--- src/rtl/core/dsp_pkg.sv ---
`default_nettype none

package dsp_pkg;

  localparam int NODE_W = 4;
  localparam int CNT_W  = 5;
  localparam int DIST_W = 24;

  localparam logic signed [DIST_W-1:0] DIST_MAX = 24'sh7FFFFF;
  localparam logic signed [DIST_W-1:0] DIST_MIN = 24'sh800000;

  localparam logic [1:0] FUNC_LOAD  = 2'd0;
  localparam logic [1:0] FUNC_RUN   = 2'd1;
  localparam logic [1:0] FUNC_CLEAR = 2'd2;
  localparam logic [1:0] FUNC_NOP   = 2'd3;

  localparam logic REG_NODE_COUNT = 1'b0;

  typedef enum logic [2:0] {
    ST_IDLE,
    ST_COUNT,
    ST_SELECT,
    ST_DECR,
    ST_RELAX,
    ST_DRAIN,
    ST_EMIT
  } state_t;

  typedef struct packed {
    logic              load_edge;
    logic              clear_edges;
    logic              init_run;
    logic              count_en;
    logic              select_en;
    logic              decr_en;
    logic              issue_en;
    logic              emit_en;
    logic              emit_last;
    logic [NODE_W-1:0] node;
  } cmd_t;

  typedef struct packed {
    logic any_ready;
    logic u_reach;
    logic out_free;
  } stat_t;

endpackage

`default_nettype wire

--- src/rtl/core/dsp_ctrl.sv ---
`default_nettype none

module dsp_ctrl import dsp_pkg::*; (
  input  wire logic             clk,
  input  wire logic             rst,
  input  wire logic             in_accept,
  input  wire logic [1:0]       func,
  input  wire logic [CNT_W-1:0] nc,
  input  wire stat_t            stat,
  output cmd_t                  cmd,
  output logic                  busy
);

  state_t            state, state_next;
  logic [NODE_W-1:0] cnt, cnt_next;
  logic              cnt_last;

  always_ff @(posedge clk) begin
    if (rst) begin
      state <= ST_IDLE;
      cnt   <= '0;
    end else begin
      state <= state_next;
      cnt   <= cnt_next;
    end
  end

  assign cnt_last = ({1'b0, cnt} == nc - CNT_W'(1));
  assign busy     = (state != ST_IDLE);

  always_comb begin
    cmd        = '0;
    cmd.node   = cnt;
    state_next = state;
    cnt_next   = cnt;
    case (state)
      ST_IDLE: begin
        if (in_accept) begin
          case (func)
            FUNC_LOAD:  cmd.load_edge = 1'b1;
            FUNC_CLEAR: cmd.clear_edges = 1'b1;
            FUNC_RUN: begin
              cmd.init_run = 1'b1;
              cnt_next     = '0;
              state_next   = ST_COUNT;
            end
            default: ;
          endcase
        end
      end
      ST_COUNT: begin
        cmd.count_en = 1'b1;
        if (cnt_last) begin
          state_next = ST_SELECT;
        end else begin
          cnt_next = cnt + NODE_W'(1);
        end
      end
      ST_SELECT: begin
        cmd.select_en = 1'b1;
        cnt_next      = '0;
        state_next    = stat.any_ready ? ST_DECR : ST_EMIT;
      end
      ST_DECR: begin
        cmd.decr_en = 1'b1;
        cnt_next    = '0;
        state_next  = stat.u_reach ? ST_RELAX : ST_SELECT;
      end
      ST_RELAX: begin
        cmd.issue_en = 1'b1;
        if (cnt_last) begin
          state_next = ST_DRAIN;
        end else begin
          cnt_next = cnt + NODE_W'(1);
        end
      end
      ST_DRAIN: begin
        state_next = ST_SELECT;
      end
      ST_EMIT: begin
        if (stat.out_free) begin
          cmd.emit_en   = 1'b1;
          cmd.emit_last = cnt_last;
          if (cnt_last) begin
            state_next = ST_IDLE;
          end else begin
            cnt_next = cnt + NODE_W'(1);
          end
        end
      end
      default: state_next = ST_IDLE;
    endcase
  end

endmodule

`default_nettype wire

--- config.mk ---
export PLATFORM = sky130hd
export DESIGN_NAME = dsp_ctrl
export DESIGN_NICKNAME = d
export VERILOG_FILES = /design/src/rtl/core/dsp_pkg.sv /design/src/rtl/core/dsp_ctrl.sv
export SDC_FILE = /design/constraint.sdc
export NUM_CORES = 1
export LEC_CHECK = 0
export BUFFER_PORTS_ARGS = -buffer_cell sky130_fd_sc_hd__clkbuf_2
export CORE_UTILIZATION = 42
export CTS_CLUSTER_SIZE = 10
export DETAILED_ROUTE_END_ITERATION = 8
export PLACE_DENSITY = 0.72
export REMOVE_ABC_BUFFERS = 1
export SETUP_SLACK_MARGIN = 0.1
export SLEW_MARGIN = 20
export SYNTH_ARGS = -nofsm -noshare
export SYNTH_HDL_FRONTEND = slang
export SYNTH_SLANG_ARGS = --single-unit
--- constraint.sdc ---
create_clock -name clk -period 2.12 [get_ports clk]
set_clock_uncertainty 0.15 [all_clocks]
set_input_delay 0.53 -clock clk [delete_from_list [all_inputs] [get_ports clk]]
set_output_delay 0.53 -clock clk [all_outputs]
set_load 0.01 [all_outputs]
Yosys cells after proc, flatten, opt, wreduce, memory -nomap -nowiden

Cells that the tools add are included.
Widths: inputs -> output; s select.

Register bits: 7
Output and inout port bits: 14
Logic and storage cells: 52

Equality and inequality tests: 15
Mux-type cells: 25
$add $sub $neg: 2
Reduce and logical (&&, ||, !) cells: 8

Operators with widths:

| cell                | count |
|---|---|
| $mux 3              | 10 |
| $pmux 3 s7          | 1 |
| $mux 4              | 4 |
| $pmux 4 s4          | 1 |
| $ne 2x2->1 const B  | 5 |
| $eq 3x3->1 const B  | 3 |
| $mux 1              | 7 |
| $eq 3x2->1 const B  | 2 |
| $reduce_and 6->1    | 1 |
| $eq 4x5->1          | 1 |
| $sub 5x1->5 const B | 1 |
| $add 4x1->4 const B | 1 |
| $mux 2              | 2 |
| $reduce_and 4->1    | 1 |
| $reduce_bool 4->1   | 1 |
| $reduce_or 2->1     | 2 |
| $eq 3x1->1 const B  | 1 |
| $logic_not 3->1     | 1 |
| $reduce_bool 3->1   | 1 |
| $eq 2x1->1 const B  | 1 |
| $eq 2x2->1 const B  | 1 |
| $logic_not 2->1     | 1 |
| $ne 2x1->1 const B  | 1 |

Depth between registers and ports, before layout

Depth in word-level cells: 5
Gate-level depth with buffers: 9

Worst setup path before layout

OpenSTA, ideal clock, no wires.

Path type: input -> output
Start: in nc[0]
End: out cmd[4] (netlist bit)
Path buffers: 1
Slack: -0.194 ns
Arrival: 1.634 ns
Cell stages on the path: 7
Data required time: 1.440 ns
Cells stage by stage: inv_1 > ha_1 > nand4b_1 > a21oi_1 > o311a_4 > buf_6 > and2_1

RTL lines:

| item               | RTL line       | source |
|---|---|---|
| start: declaration | dsp_ctrl.sv:8  | `input wire logic [CNT_W-1:0] nc,` |
| end: declaration   | dsp_ctrl.sv:10 | `output cmd_t cmd,` |

==> results.py <==
metrics = {
    "outcome": {
        "outcome": "complete, but fails checks",
        "violations": "setup timing",
    },
    "floorplanning": {
        "num_rows": 14,
        "fp.coreArea_um2": 1524,
        "die_area_um2": 1829,
        "die_x_um": 42.77,
        "dieHeight_um": 42.77,
        "start_util_pct": 45.81,
        "io_pins": 27,
    },
    "pwr": {
        "p_per_area_nw_per_um2": 350.8,
        "clock_power_share_pct": 32.6,
        "comb_power_share_pct": 32.5,
        "irDropWorstVdd_mv": 0.2271,
        "switching_share_pct": 33.36,
        "p_int_w": 0.0002618,
        "p_leak_nw": 0.4474,
        "p_seq_share_pct": 34.8,
        "p_sw_w": 0.0001311,
    },
    "timing": {
        "final_max_slew_viol_count": 0,
        "max_freq_ghz": 0.4279,
        "setup_ws_ns": -0.2168,
        "setup_violations": 5,
        "rsz0062_at_grt": "yes",
        "worstMarginPinSlew_ns": 0.7899,
        "hold_violations": 0,
        "layout_min_cycle_time_ns": 2.337,
        "period_share_pct": 110.2,
        "holdWs_ns": 0.3744,
        "slew_headroom_pct": 47.25,
    },
    "global_route": {
        "grt.overflow.total": 0,
        "grt_pass1_wl_mm": 3.180,
        "grt_pass1_vias": 780,
        "antenna_found_initial": 0,
        "grt_start_max_net_pins": 12,
        "grtUsageTotal_pct": 23.38,
    },
    "setup_path": {
        "reg2reg_depth": 8,
        "reg2reg_setup_slack_ns": -0.08,
        "r2r-end": "cnt[2]",
        "cp-end-kind": "primary output",
        "cp_max_fo": 4,
        "worstPathArrival_ns": 1.66,
        "required_ns": 1.44,
        "startpoint_type": "input pin",
        "r2r_start": "cnt[2]",
        "critPathKind": "input pin to primary output",
    },
    "synthesis": {
        "syn-instance-count": 93,
        "ys_seq_elements": 7,
        "seq_area_frac_synth_pct": 20.07,
        "synth_warnings": 0,
        "synth.area.top_cells": "dfxtp_1 20%, inv_1 5.4%, nor2_1 4.8%",
        "synthTopCellsByCount": "10 x inv_1, 9 x nor2_1, 7 x dfxtp_1, 7 x nand2_1, 5 x a21oi_1",
        "synth_area_um2": 698.2,
        "synth_area_leader_cell": "dfxtp_1",
        "async_flop_share_pct": 0,
        "syn_area_per_cell_um2": 7.507,
        "synth_edf_count": 0,
        "yosys.cell_types.count": 37,
        "netlist.area_leader.share_pct": 20.07,
        "ys.flop_type": "dfxtp_1",
        "synth_most_common_cell": "inv_1",
    },
    "finish": {
        "drive_above_1_share_pct": 54.96,
        "layout.cells.non_filler": 147,
        "fin_nets": 147,
        "num_antenna_cells": 0,
        "regArea_um2": 145.1,
        "nFillCells": 106,
        "syn_to_final_growth_pct": 60.39,
        "multi_input_area_um2": 616.8,
    },
    "route": {
        "vias": 817,
        "ant_nets": 0,
        "drt-vias-per-instance": 5.558,
        "drt-pass1-iter-count": 4,
        "postRouteWirelength_mm": 2.200,
        "drc": 0,
        "drtIter0Drc": 18,
        "wl_per_cell_um": 14.97,
    },
    "place": {
        "placed_cells": 138,
        "hpwlAfterDp_mm": 1.313,
        "place.port_buffers": 26,
        "gp_congestion": 0.7951,
    },
    "clock_network": {
        "insertion_delay_ns": 0.26,
        "numCtsBuffers": 3,
        "cts_root_buffer": "clkbuf_4",
        "clkTransAtPathRegs_ns": 0.05,
        "clk_path_buf_depth": 2,
        "hold_buffers": 0,
        "htree_num_levels": 1,
        "cts_tree": "yes",
        "clock_sinks": 7,
    },
    "hold_path": {
        "worst_hold_path_type": "flop to flop",
        "min_from": "cnt[3]",
        "worstHoldPathCells": 2,
        "hold_path_end": "cnt[3]",
    },
    "flow_run": {
        "drv_cap": 0,
    },
}
cell usage in the layout (no fill, tap or decap), types with 2 or more instances in the layout:
cell / count
a21oi_1: 4
o21ai_0: 2
buf_4: 10
nor3_1: 2
inv_2: 2
clkbuf_2: 21
o22ai_2: 2
nand3b_1: 2
a2111oi_4: 2
nor2_1: 9
inv_4: 3
buf_2: 2
inv_1: 6
buf_6: 5
o211ai_1: 3
a31oi_1: 3
xnor2_1: 3
nor4b_2: 3
nor3_2: 2
nand3_1: 2
nand2b_1: 2
clkbuf_4: 3
dfxtp_1: 5
o31ai_1: 2
nand2_1: 7
per-layer routing:
layer  routed length (um)  part of all wire, %  GRT usage [%]  vias up
met1                  874                   40          23.51      375
li1                     -                    -              -      416
met4                   51                  2.3          15.00        0
met5                    0                    0              0        -
met2                 1213                   55          41.82       20
met3                   60                  2.7          5.957        6
registers in the layout, summed over array words and instances (netlist names):
| signal | count |
|---|---|
| cnt | 4 |
| state | 3 |
layout make-up:
cell class              count  area share (%)
repair buffers             39           23.35
well taps                  16           1.788
multi-input cells          70           55.08
flip-flops and latches      7           12.96
clock inverters             1          0.4469
inverters                  11           4.358
clock buffers               3           2.011
critical path, cell delays in order:
cell and delay [ns]:
buf_6 0.10, inv_4 0.05, ha_4 0.15, nand3b_1 0.13, a21oi_2 0.07, o311a_4 0.38
and2_4 0.14, buf_6 0.11
power by group through the flow:
stage / Combinational, W / Sequential [W] / Clock [W]
after floorplan: 0.0000508 / 0.000143 / 0
after global placement: 0.0000911 / 0.000140 / 0
after detailed placement: 0.0000937 / 0.000141 / 0
after CTS: 0.000113 / 0.000138 / 0.000134
after global routing: 0.000137 / 0.000137 / 0.000140
final: 0.000128 / 0.000137 / 0.000128
what timing repair did:
action | CTS | global route
pin swaps | 10 | 8
endpoints found under the setup margin | 7 | 10
setup buffers | 3 | 2
resized for setup | 21 | 20
through the flow:
step | setup TNS, ns | utilization, % | power [W] | area (um^2) | setup slack [ns]
after floorplan | -0.1712 | - | 0.0001941 | 668.1 | -0.1120
after global placement | -1.555 | 57.64 | 0.0002316 | 878.3 | -0.2815
after CTS | -0.8098 | 67.65 | 0.0003849 | 1031 | -0.2825
final | -0.5968 | 73.48 | 0.0003929 | 1120 | -0.2168
after detailed placement | -1.931 | 57.64 | 0.0002343 | 878.3 | -0.3600
after global routing | -0.9721 | 73.48 | 0.0004138 | 1120 | -0.2694
worst max path at each step:
| stage | startpoint | endpoint |
|---|---|---|
| 3_3_place_gp | nc[0] | cnt[2] |
| 3_5_place_dp | nc[0] | cnt[2] |
| 5_1_grt | nc[0] | cmd[4] |
| 2_1_floorplan | nc[0] | cmd[4] |
| 4_1_cts | nc[1] | cmd[4] |
| 6_report | nc[0] | cmd[4] |
cell families after synthesis:
kind of cell	share of synthesized area, %
compound gates	30.29
fa+ha+maj	3.584
simple gates	29.57
buf+inv	10.22
flops	20.07
xor+xnor	6.274
No activity file was read; power rests on OpenSTA's default activity.
